**src/assert_macros.svh**
```systemverilog
`ifndef ASSERT_MACROS_SVH
`define ASSERT_MACROS_SVH

// clocked on clk_i, off while rst_ni is low
`define MME_ASSERT(label, prop, msg) \
  label: assert property (@(posedge clk_i) disable iff (!rst_ni) (prop)) else $error(msg);

// condition must never hold
`define MME_ASSERT_NEVER(label, cond, msg) \
  `MME_ASSERT(label, !(cond), msg)

`endif

```
**src/mme_pkg.sv**
```systemverilog
package mme_pkg;

  localparam int MAX_DIM   = 8;
  localparam int ELEM_BITS = 16;
  localparam int IDX_W     = $clog2(MAX_DIM);
  localparam int DIM_W     = $clog2(MAX_DIM + 1);
  localparam int ADDR_W    = 2 * IDX_W;
  localparam int DEPTH     = MAX_DIM * MAX_DIM;
  localparam int PROD_W    = 2 * ELEM_BITS;
  localparam int SUM_W     = 40;
  localparam int CFG_IDX_W = 2;
  localparam int CFG_W     = DIM_W;

  typedef enum logic [1:0] {
    ACT_LOAD_A = 2'd0,
    ACT_LOAD_B = 2'd1,
    ACT_START  = 2'd2,
    ACT_NONE   = 2'd3
  } action_e;

  typedef enum logic [CFG_IDX_W-1:0] {
    CFG_ROWS   = 2'd0,
    CFG_INNER  = 2'd1,
    CFG_COLS   = 2'd2,
    CFG_BTRANS = 2'd3
  } cfg_idx_e;

  typedef struct packed {
    logic mul_en;
    logic acc_en;
    logic acc_first;
  } mac_ctrl_t;

  function automatic logic [DIM_W-1:0] clamp_dim(input logic [DIM_W-1:0] d);
    logic [DIM_W-1:0] r;
    r = d;
    if (d == '0) r = DIM_W'(1);
    else if (d > DIM_W'(MAX_DIM)) r = DIM_W'(MAX_DIM);
    return r;
  endfunction

endpackage

```
**src/matrix_multiply_engine.sv**
```systemverilog
// Fixed-point matrix multiply engine, C = A * B, Q8.8 elements, Q24.16 sums.
// Input words enter on start/busy: a word is taken at a clock edge where start
// is high and busy is low. Action load A or load B writes one element into the
// A or B store; a load is taken every cycle while busy is low. A load outside
// the configured dimensions writes nothing and gives one error result
// (status 1, last 1, dot_sum 0) on the cycle after it is taken.
// A start word runs the product: busy rises on the next cycle and stays high
// until the final accumulate of the run. One multiply-accumulate unit is shared
// by all products; each inner step passes three states (store read, multiply,
// accumulate). Results come row-major, one per element of C, last marked.
// Each result is shown for one cycle with result_valid_o; there is no stall.
// Configuration is written through cfg_we_i/cfg_idx_i/cfg_wdata_i; the user
// must write it only while idle, and the block itself does not enforce this.
// Reset sets the dimensions to 8 by 8 by 8, B untransposed, and the sequencer
// idle. Store contents are undefined until loaded.
`include "assert_macros.svh"

module matrix_multiply_engine_core (
  input  logic                                 clk_i,
  input  logic                                 rst_ni,
  input  logic                                 start,
  output logic                                 busy,
  input  logic [1:0]                           action_i,
  input  logic [mme_pkg::IDX_W-1:0]            row_index_i,
  input  logic [mme_pkg::IDX_W-1:0]            col_index_i,
  input  logic signed [15:0]                   element_value_i,
  input  logic                                 cfg_we_i,
  input  logic [mme_pkg::CFG_IDX_W-1:0]        cfg_idx_i,
  input  logic [mme_pkg::CFG_W-1:0]            cfg_wdata_i,
  output logic                                 result_valid_o,
  output logic [mme_pkg::IDX_W-1:0]            out_row_o,
  output logic [mme_pkg::IDX_W-1:0]            out_col_o,
  output logic signed [mme_pkg::SUM_W-1:0]     dot_sum_o,
  output logic                                 status_o,
  output logic                                 last_o
);
  import mme_pkg::*;

  typedef enum logic [3:0] {
    ST_IDLE = 4'b0001,
    ST_READ = 4'b0010,
    ST_MUL  = 4'b0100,
    ST_ACC  = 4'b1000
  } state_e;

  state_e state_q, state_d;

  logic [DIM_W-1:0] rows_q, inner_q, cols_q;
  logic             btr_q;
  logic [DIM_W-1:0] nr, nk, nc;

  logic [IDX_W-1:0] r_q, c_q, k_q;

  logic signed [ELEM_BITS-1:0] a_mem [DEPTH];
  logic signed [ELEM_BITS-1:0] b_mem [DEPTH];
  logic signed [ELEM_BITS-1:0] rd_a_q, rd_b_q;
  logic [ADDR_W-1:0]           a_raddr, b_raddr, wr_addr;

  logic                        take;
  logic                        is_load_a, is_load_b, is_start;
  logic [DIM_W-1:0]            lim_r, lim_c;
  logic                        in_range;
  logic signed [ELEM_BITS-1:0] elem;

  logic last_k, last_c, last_r;

  mac_ctrl_t               mac_ctrl;
  logic signed [SUM_W-1:0] mac_sum;

  logic                    res_valid_q;
  logic [IDX_W-1:0]        res_row_q, res_col_q;
  logic signed [SUM_W-1:0] res_sum_q;
  logic                    res_status_q, res_last_q;

  assign nr = clamp_dim(rows_q);
  assign nk = clamp_dim(inner_q);
  assign nc = clamp_dim(cols_q);

  assign busy = (state_q != ST_IDLE);
  assign take = start && !busy;

  always_comb begin
    is_load_a = 1'b0;
    is_load_b = 1'b0;
    is_start  = 1'b0;
    unique case (action_e'(action_i))
      ACT_LOAD_A: is_load_a = 1'b1;
      ACT_LOAD_B: is_load_b = 1'b1;
      ACT_START:  is_start  = 1'b1;
      default:    ;
    endcase
  end

  always_comb begin
    if (is_load_a) begin
      lim_r = nr;
      lim_c = nk;
    end else if (btr_q) begin
      lim_r = nc;
      lim_c = nk;
    end else begin
      lim_r = nk;
      lim_c = nc;
    end
  end

  assign in_range = (DIM_W'(row_index_i) < lim_r) && (DIM_W'(col_index_i) < lim_c);
  assign elem     = ELEM_BITS'(element_value_i);
  assign wr_addr  = {row_index_i, col_index_i};
  assign a_raddr  = {r_q, k_q};
  assign b_raddr  = btr_q ? {c_q, k_q} : {k_q, c_q};

  always_ff @(posedge clk_i or negedge rst_ni) begin
    if (!rst_ni) begin
      rows_q  <= DIM_W'(MAX_DIM);
      inner_q <= DIM_W'(MAX_DIM);
      cols_q  <= DIM_W'(MAX_DIM);
      btr_q   <= 1'b0;
    end else if (cfg_we_i) begin
      unique case (cfg_idx_e'(cfg_idx_i))
        CFG_ROWS:   rows_q  <= cfg_wdata_i;
        CFG_INNER:  inner_q <= cfg_wdata_i;
        CFG_COLS:   cols_q  <= cfg_wdata_i;
        CFG_BTRANS: btr_q   <= cfg_wdata_i[0];
        default:    ;
      endcase
    end
  end

  always_ff @(posedge clk_i) begin
    if (take && is_load_a && in_range) a_mem[wr_addr] <= elem;
    rd_a_q <= a_mem[a_raddr];
  end

  always_ff @(posedge clk_i) begin
    if (take && is_load_b && in_range) b_mem[wr_addr] <= elem;
    rd_b_q <= b_mem[b_raddr];
  end

  assign last_k = (DIM_W'(k_q) == nk - DIM_W'(1));
  assign last_c = (DIM_W'(c_q) == nc - DIM_W'(1));
  assign last_r = (DIM_W'(r_q) == nr - DIM_W'(1));

  always_comb begin
    state_d            = state_q;
    mac_ctrl.mul_en    = 1'b0;
    mac_ctrl.acc_en    = 1'b0;
    mac_ctrl.acc_first = (k_q == '0);
    unique case (state_q)
      ST_IDLE: if (take && is_start) state_d = ST_READ;
      ST_READ: state_d = ST_MUL;
      ST_MUL: begin
        mac_ctrl.mul_en = 1'b1;
        state_d         = ST_ACC;
      end
      ST_ACC: begin
        mac_ctrl.acc_en = 1'b1;
        state_d = (last_k && last_c && last_r) ? ST_IDLE : ST_READ;
      end
      default: state_d = ST_IDLE;
    endcase
  end

  always_ff @(posedge clk_i or negedge rst_ni) begin
    if (!rst_ni) begin
      state_q <= ST_IDLE;
      r_q     <= '0;
      c_q     <= '0;
      k_q     <= '0;
    end else begin
      state_q <= state_d;
      if (state_q == ST_IDLE) begin
        r_q <= '0;
        c_q <= '0;
        k_q <= '0;
      end else if (state_q == ST_ACC) begin
        if (!last_k) begin
          k_q <= k_q + IDX_W'(1);
        end else begin
          k_q <= '0;
          if (!last_c) begin
            c_q <= c_q + IDX_W'(1);
          end else begin
            c_q <= '0;
            r_q <= r_q + IDX_W'(1);
          end
        end
      end
    end
  end

  mme_mac u_mac (
    .clk_i  (clk_i),
    .ctrl_i (mac_ctrl),
    .a_i    (rd_a_q),
    .b_i    (rd_b_q),
    .sum_o  (mac_sum)
  );

  always_ff @(posedge clk_i or negedge rst_ni) begin
    if (!rst_ni) begin
      res_valid_q <= 1'b0;
    end else begin
      res_valid_q <= (take && (is_load_a || is_load_b) && !in_range)
                  || (state_q == ST_ACC && last_k);
    end
  end

  always_ff @(posedge clk_i) begin
    if (take && (is_load_a || is_load_b) && !in_range) begin
      res_row_q    <= row_index_i;
      res_col_q    <= col_index_i;
      res_sum_q    <= '0;
      res_status_q <= 1'b1;
      res_last_q   <= 1'b1;
    end else if (state_q == ST_ACC && last_k) begin
      res_row_q    <= r_q;
      res_col_q    <= c_q;
      res_sum_q    <= mac_sum;
      res_status_q <= 1'b0;
      res_last_q   <= last_c && last_r;
    end
  end

  assign result_valid_o = res_valid_q;
  assign out_row_o      = res_row_q;
  assign out_col_o      = res_col_q;
  assign dot_sum_o      = res_sum_q;
  assign status_o       = res_status_q;
  assign last_o         = res_last_q;

  `MME_ASSERT(a_start_busy, (take && is_start) |=> busy, "start word did not raise busy")
  `MME_ASSERT(a_final_idle, (result_valid_o && last_o && !status_o) |-> !busy,
              "busy after final result of a run")
  `MME_ASSERT_NEVER(a_err_in_run, result_valid_o && status_o && busy,
                    "error result during a run")

endmodule

```
**src/mme_mac.sv**
```systemverilog
module mme_mac (
  input  logic                                 clk_i,
  input  mme_pkg::mac_ctrl_t                   ctrl_i,
  input  logic signed [mme_pkg::ELEM_BITS-1:0] a_i,
  input  logic signed [mme_pkg::ELEM_BITS-1:0] b_i,
  output logic signed [mme_pkg::SUM_W-1:0]     sum_o
);
  import mme_pkg::*;

  logic signed [PROD_W-1:0] prod_q;
  logic signed [SUM_W-1:0]  acc_q;
  logic signed [SUM_W-1:0]  prod_ext;
  logic signed [SUM_W-1:0]  base;

  assign prod_ext = {{(SUM_W - PROD_W){prod_q[PROD_W-1]}}, prod_q};
  assign base     = ctrl_i.acc_first ? '0 : acc_q;
  assign sum_o    = base + prod_ext;

  always_ff @(posedge clk_i) begin
    if (ctrl_i.mul_en) prod_q <= a_i * b_i;
    if (ctrl_i.acc_en) acc_q <= sum_o;
  end

endmodule

```
**config.mk**
```make
export PLATFORM = sky130hd
export DESIGN_NAME = matrix_multiply_engine_core
export DESIGN_NICKNAME = d
export VERILOG_FILES = /design/src/mme_pkg.sv /design/src/matrix_multiply_engine.sv /design/src/mme_mac.sv
export VERILOG_INCLUDE_DIRS = /design/src /design/src/src
export SDC_FILE = /design/constraint.sdc
export NUM_CORES = 2
export LEC_CHECK = 0
export ABC_AREA = 1
export BUFFER_PORTS_ARGS = -buffer_cell sky130_fd_sc_hd__buf_4
export CORE_MARGIN = 2
export CORE_UTILIZATION = 25
export CTS_CLUSTER_DIAMETER = 40
export CTS_CLUSTER_SIZE = 16
export DETAILED_ROUTE_END_ITERATION = 7
export PLACE_DENSITY = 0.44
export SYNTH_ARGS = -nofsm -noshare
export SYNTH_HDL_FRONTEND = slang
export SYNTH_HIERARCHICAL = 1
export SYNTH_SLANG_ARGS = --single-unit
```
**constraint.sdc**
```tcl
create_clock -name clk_i -period 12.2 [get_ports clk_i]
set_input_delay 3.66 -clock clk_i [delete_from_list [all_inputs] [get_ports clk_i]]
set_output_delay 3.66 -clock clk_i [all_outputs]
set_load 0.01 [all_outputs]
```
[After elaboration in Yosys (flattened, before gate mapping)]
Memory sizes are Yosys's and may differ from the RTL's. A register that Yosys moved wholly into a read port is not among the register bits.
Index checks and enable logic that the tools add are counted.
Operators by class
  add/subtract/negate cells: 7
  multipliers: 1
  divide/modulo/power cells: 0
  order comparisons: 5
  equal/unequal tests: 14
  shift operators: 0
  muxes and demuxes: 39
  bitwise operators: 0
  reduce and logical (&&, ||, !) cells: 33
Operators with widths (number)
  $mux W3: 15
  $mux W4: 11
  $add A40 B32 Y40: 1
  $mux W40: 1
  $mul A16 B16 Y32: 1
  $pmux W4 S4: 1
  $logic_and A1 B1 Y1: 13
  $eq A3 B4 Y1: 3
  $gt A4 B4 Y1 const B: 3
  $logic_not A4 Y1: 3
  $sub A4 B1 Y4 const B: 3
  $reduce_and A2 Y1: 5
  $add A3 B1 Y3 const B: 3
  $mux W1: 9
  $lt A3 B4 Y1: 2
  $reduce_bool A2 Y1: 4
  $eq A2 B2 Y1 const B: 3
  $mux W6: 1
  $eq A2 B1 Y1 const B: 2
  $eq A4 B1 Y1 const B: 1
  $eq A4 B2 Y1 const B: 1
  $eq A4 B3 Y1 const B: 1
  $eq A4 B4 Y1 const B: 1
  $logic_not A2 Y1: 2
  other kinds (7): 9
Word-level totals
  register bits: 147
  bits in latches: 0
  bits in writable memories: 2048
  memory bits (read-only): 0
  input port bits: 34
  logic and storage cells: 117
  memories: 2
Memories
  a_mem: depth 64, bits a word 16, rd ports 1, clocked after Yosys merged registers in 1, wr ports 1, line matrix_multiply_engine.sv:54  | logic signed [ELEM_BITS-1:0] a_mem [DEPTH];
  b_mem: depth 64, bits a word 16, rd ports 1, clocked after Yosys merged registers in 1, wr ports 1, line matrix_multiply_engine.sv:55  | logic signed [ELEM_BITS-1:0] b_mem [DEPTH];

[Longest topological paths before layout]
  depth after elaboration: 10
  mapped depth: 29
  depth with buffers taken out: 24

[Hierarchy]
Netlist, hierarchy kept.
Modules (own cells, without submodules)
  matrix_multiply_engine_core: instances 1, cells an instance 6976, area each 86629.3 um^2, seq. area each 63841.2 um^2
  mme_mac: instances 1, cells an instance 2268, area each 16404.5 um^2, seq. area each 2162.1 um^2

[Worst setup path before layout]
No wires, ideal clock.
  path type: input to register
  start: input port action_i[1]
  end: memory a_mem[10][0] (enable)
  arrival time: 5.793 ns
  data required time: 11.811 ns
  setup slack: 6.019 ns
  stages on the path: 11
  buffers on the path: 2
  cell sequence: nor2_4 nor2_4 buf_6 a31oi_1 ha_1 inv_1 nor2_1 a21oi_4 nand4_4 buf_6 nor2_1
Between the ends
  longest elaborated chain between the ends: 8
  elaborated cells on any way between the ends: 11
  classes of those cells: order compare (2); mux (5); reduce/logical (4)
RTL lines
  from (decl): line matrix_multiply_engine.sv:23  | input logic [1:0] action_i,
  $logic_not A2 Y1 *: line matrix_multiply_engine.sv:86  | unique case (action_e'(action_i))
  $mux W1 *: line matrix_multiply_engine.sv:86
  $mux W4: line matrix_multiply_engine.sv:95  | if (is_load_a) begin
  $lt A3 B4 Y1: line matrix_multiply_engine.sv:107  | assign in_range = (DIM_W'(row_index_i) < lim_r) && (DIM_W'(col_index_i) < lim_c);
  $logic_and A1 B1 Y1: line matrix_multiply_engine.sv:107
  $logic_and A1 B1 Y1 *: line matrix_multiply_engine.sv:131  | if (take && is_load_a && in_range) a_mem[wr_addr] <= elem;
  $mux W1 *: line matrix_multiply_engine.sv:131
  $mux W1 (not written as such) *: line matrix_multiply_engine.sv:131
  to (decl): line matrix_multiply_engine.sv:54
Every way passes the cells marked *; elsewhere a longest branch is shown, timed or not.

[Worst setup path after layout]
  start: input port action_i[1]
  end: memory a_mem[32][6] (enable)
The elaborated chain is that of the path after synthesis.

==> results.md <==
- The total track usage is between 10% and 20%.
- The largest delay contributor family on the critical path is simple AND/OR/NAND/NOR gates.
- Dividing the detail-routed wire length by the instance count gives 22.8 µm.
- The final-report hold violation count is 0.
- The depth of the worst register-to-register path is 18.
- The worst-case register-to-register setup slack is 5.64 ns.
- Entering global routing, the biggest net connects 203 pins.
- At the end of the flow, the number of nets in the layout was 9706.
- The number of vias per cell after detailed routing is 4.67.
- STA puts the critical path data required time at about 13 ns.
- Detailed placement ended at an HPWL of 218000 µm.
- The critical register-to-register path endpoint is u_mac/prod_q[28].
- The layout cell share with drive strength beyond 1 is 10.2%.
- The core region area is 0.410 mm².
- Synthesis produced about 9000 cells.
- The kind of start point of the critical path is an input pin.
- The number of placed instances, taps included, is 14400.
- The number of sinks on the clock net is 2227.
- Clock latency on the worst-skew pair, taken at its later pin, is slightly above 0.9 ns.
- The number of buffers inserted during clock tree synthesis is about 340.
- When the netlist entered floorplanning its net count stood at between 9000 and 10000.
- For this configuration, the core starts out at a cell density of 25.1%.
- Excluding fillers, the count of instances in the completed layout stands at 15000.
- The async set-or-reset flop fraction in the synthesized netlist is 1.21%.
- The count of input and output buffers is slightly above 80.
- The maximum operating frequency is 0.147 GHz.
- The post-CTS setup repair buffer count is 0.
- The reported max-cap violation count is 0.
- The final worst clock skew is 0.0836 ns.
- Setup violations remaining at the end of the flow were counted as 0.
- The run finished with clean final reports.
- The count of hold-fix buffers inserted at cts is 0.
- The clock transition at the register clock pins on the worst setup and hold paths after CTS is roughly 0.060 ns.
- The via total after detailed routing is between 70000 and 80000.
- In this design, the critical path's most frequently occurring cell is sky130_fd_sc_hd__nand2_1.
- The layout overhead on the synthesized area is 17.5%.
- The detail route stage leaves a number of antenna-violating nets equal to 0.
- The number of cells traversed by the worst hold path is 2.
- The count of distinct cell types in the synthesized netlist is 50.
- The horizontal die dimension is 646 µm.
- The worst hold path belongs to the class reg -> reg.
- The worst path needs 6.78 ns of the cycle, external delays included.
- The beginning of the worst hold path is rows_q[3].
- The hold path endpoint is rows_q[3].
- In this run, post-CTS repair resized a total of 0 instances.
- In this run the static leakage power is about 0.044 µW.
- In this run the worst path has a maximum fanout of 33.
- The H-tree was split into 5 levels.
- In this design, the stage delay of the slowest critical-path cell is 0.85 ns.
- Before antenna repair, the detailed router went through 5 iterations.
- The sequential element share of the synthesized area is 64.1%.
- The violation count after the first detailed-route iteration is 6937.
- The vertical die dimension is 646 µm.
- The capturing element type of the critical path is a flip-flop.
- In this run the core area contains ~240 standard-cell rows.
- At the end of routability-driven placement, the weighted congestion stood at 0.869.
- The prevailing post-synth register cell is sky130_fd_sc_hd__edfxtp_1.
- Summed over all layers, the global routing overflow is 0.
- The maximum number of buffers from clock root to sink is 4.
- After detailed routing, the number of remaining DRC violations is 0.
- The number of buffers and inverters on the critical path is 3.
- The synthesized netlist occupies a cell area of between 0.1 and 0.15 mm².
- In this run the count of I/O pins placed on the die edge is 84.
- The clock tree from TritonCTS is done.
- The share of the core filled with cells is 29.5%.
- At the worst endpoint, the arrival time is 7.29 ns.
- The number of antenna violations at the first check in global routing is 24.
- For this block, the routed nets add up to 342000 µm of wire.
- The worst setup path is of the in -> reg kind.
- The slowest cell on the critical path is sky130_fd_sc_hd__nor2_2.
- The total negative slack is 0 ns.
- The number of slew-limit violations in the final report came to 0.
- The wire length of the first global-routing pass is 493000 µm.
- The reg-to-reg critical path startpoint is rd_b_q[1].
- The worst slew margin relative to its limit is 14.8%.
- The number of flops mapped to enable cells by yosys is 2126.
- The power density normalized to cell area is roughly 330 mW/mm².
- Setup repair after global routing left no endpoint under its margin.
- IR analysis of the VDD net gives a maximum drop of 895 µV.
- The total die area is about 0.42 mm².
- The total of flip-flops plus latches after synthesis is 2227.
- The total of warnings raised by yosys is 6.
- The per-instance average area after synthesis is roughly 11 µm².
- For the pin with the worst max-slew slack, the measured transition is approximately 1.3 ns.
- The via count of the first global-routing pass was 70200.
- Traced cell by cell, the critical path runs through buf_4 > nor2_4 > inv_1 > nand2_1 > o22ai_1 > a21oi_1 > ha_1 > o21ai_1 > nand2_1 > nand2_1 > nand4_4 > buf_4 > nor2_2.
- The share of the clock period used by the worst path after layout is 55.6%.
- The root cell of the clock tree is sky130_fd_sc_hd__clkbuf_16.
==> worst reg2reg max path, stage by stage (launching register included) <==
cell                      delay [ns]
sky130_fd_sc_hd__dfxtp_1        0.99
sky130_fd_sc_hd__nand2_1        0.25
sky130_fd_sc_hd__inv_1          0.19
sky130_fd_sc_hd__fa_1           0.55
sky130_fd_sc_hd__fa_1           0.94
sky130_fd_sc_hd__fa_1           0.54
sky130_fd_sc_hd__fa_1           0.51
sky130_fd_sc_hd__fa_1           0.49
sky130_fd_sc_hd__inv_1          0.05
sky130_fd_sc_hd__fa_1           0.47
sky130_fd_sc_hd__inv_1          0.04
sky130_fd_sc_hd__ha_1           0.40
sky130_fd_sc_hd__nand2_1        0.16
sky130_fd_sc_hd__nor2_1         0.22
sky130_fd_sc_hd__nand2_1        0.10
sky130_fd_sc_hd__nor3_1         0.14
sky130_fd_sc_hd__nand2_1        0.10
sky130_fd_sc_hd__nand4_1        0.08
sky130_fd_sc_hd__nand2_1        0.08
==> layout make-up <==
| class | count | area, µm² |
|---|---|---|
| Fill cell | 42200 | 289000 |
| Sequential cell | 2227 | 66000 |
| Multi-Input combinational cell | 5568 | 31400 |
| Clock buffer | 375 | 8700 |
| Tap cell | 5451 | 6820 |
| Inverter | 912 | 3460 |
| Clock inverter | 239 | 2860 |
| Timing Repair Buffer | 231 | 1810 |
| Antenna cell | 9 | 22.5 |
==> layer usage <==
metal / wire length (µm) / track usage, % / vias up
li1: - / - / 32000
met2: 158000 / 25.8 / 2289
met1: 151000 / 21.8 / 35300
met5: 0 / 0 / -
met4: 10000 / 4.58 / 0
met3: 22700 / 2.79 / 490
==> worst max-delay path by stage <==
stage	start	to	slack (ns)	depth (start not counted)
2_1_floorplan	action_i[1]	a_mem[10][0]	6.02	11
3_3_place_gp	action_i[1]	a_mem[35][0]	4.41	13
3_5_place_dp	action_i[1]	b_mem[49][10]	4.49	13
4_1_cts	action_i[1]	a_mem[35][6]	5.45	13
5_1_grt	rd_b_q[1]	u_mac/prod_q[28]	5.24	18
6_report	action_i[1]	a_mem[32][6]	5.42	13
==> power breakdown <==
part / internal (µW) / leakage, µW / switching, µW / total, µW
Combinational: 7070 / 0.0188 / 13300 / 20400
Clock: 6120 / 0.00557 / 3800 / 9920
Sequential: 9260 / 0.0200 / 216 / 9480
==> metrics by stage <==
stage | setup slack (ns) | power, µW | area [µm²] | hold WS [ns]
after floorplan | 6.02 | 24100 | 103000 | 0.447
after global placement | 4.41 | 30200 | 110000 | 0.481
after detailed placement | 4.49 | 30300 | 110000 | 0.484
after CTS | 5.45 | 40300 | 121000 | 0.500
after global routing | 5.24 | 43500 | 121000 | 0.532
final | 5.42 | 39800 | 121000 | 0.503
==> cells by family after synthesis <==
family                   after synthesis  synth area share (%)
AO/OA/AOI/OAI                       1671                  9.40
XOR/XNOR                              56                 0.476
adder cells (fa/ha/maj)              395                  6.71
buffers and inverters               1449                  5.77
flip-flops                          2227                  64.1
AND/OR/NAND/NOR                     3446                  13.6
==> cell usage in the layout (no fill, tap or decap), types with 19 or more instances in the layout <==
cell / n
sky130_fd_sc_hd__nor2_2: 84
sky130_fd_sc_hd__o21ai_1: 73
sky130_fd_sc_hd__nand2_1: 1685
sky130_fd_sc_hd__clkbuf_1: 31
sky130_fd_sc_hd__o21ai_0: 847
sky130_fd_sc_hd__inv_6: 55
sky130_fd_sc_hd__fa_1: 263
sky130_fd_sc_hd__edfxtp_1: 2126
sky130_fd_sc_hd__ha_1: 132
sky130_fd_sc_hd__or2_2: 23
sky130_fd_sc_hd__nand4_1: 24
sky130_fd_sc_hd__buf_4: 214
sky130_fd_sc_hd__clkinvlp_4: 31
sky130_fd_sc_hd__dfrtp_1: 19
sky130_fd_sc_hd__o211ai_1: 326
sky130_fd_sc_hd__inv_1: 895
sky130_fd_sc_hd__a21boi_1: 30
sky130_fd_sc_hd__bufinv_16: 41
sky130_fd_sc_hd__o22ai_1: 260
sky130_fd_sc_hd__clkinv_1: 32
sky130_fd_sc_hd__clkinv_4: 24
sky130_fd_sc_hd__clkbuf_16: 342
sky130_fd_sc_hd__nor2_1: 1020
sky130_fd_sc_hd__clkinv_2: 28
sky130_fd_sc_hd__xor2_1: 41
sky130_fd_sc_hd__a21oi_1: 99
sky130_fd_sc_hd__nand3_1: 538
sky130_fd_sc_hd__dfxtp_1: 74
==> cells in the mapped netlist, drive strengths merged, types with 101 or more instances <==
master / number / area, µm²
o21ai: 927 / 4650
nand3: 545 / 2760
edfxtp: 2126 / 63800
clkbuf: 265 / 995
nand2: 1702 / 6430
ha: 132 / 1650
o211ai: 326 / 2450
fa: 263 / 5270
o22ai: 260 / 1630
nor2: 1114 / 4260
buf: 272 / 1520
a21oi: 101 / 521
inv: 909 / 3410
==> registers in the layout, summed over array words and instances, names as in the netlist, 4 cells and up <==
| register | cells |
|---|---|
| cols_q | 4 |
| rd_a_q | 16 |
| a_mem | 1024 |
| dot_sum_o | 40 |
| u_mac/acc_q | 40 |
| b_mem | 1024 |
| rows_q | 4 |
| u_mac/prod_q | 32 |
| inner_q | 4 |
| rd_b_q | 16 |
| state_q | 4 |
Power figures use the tool's default switching activity.
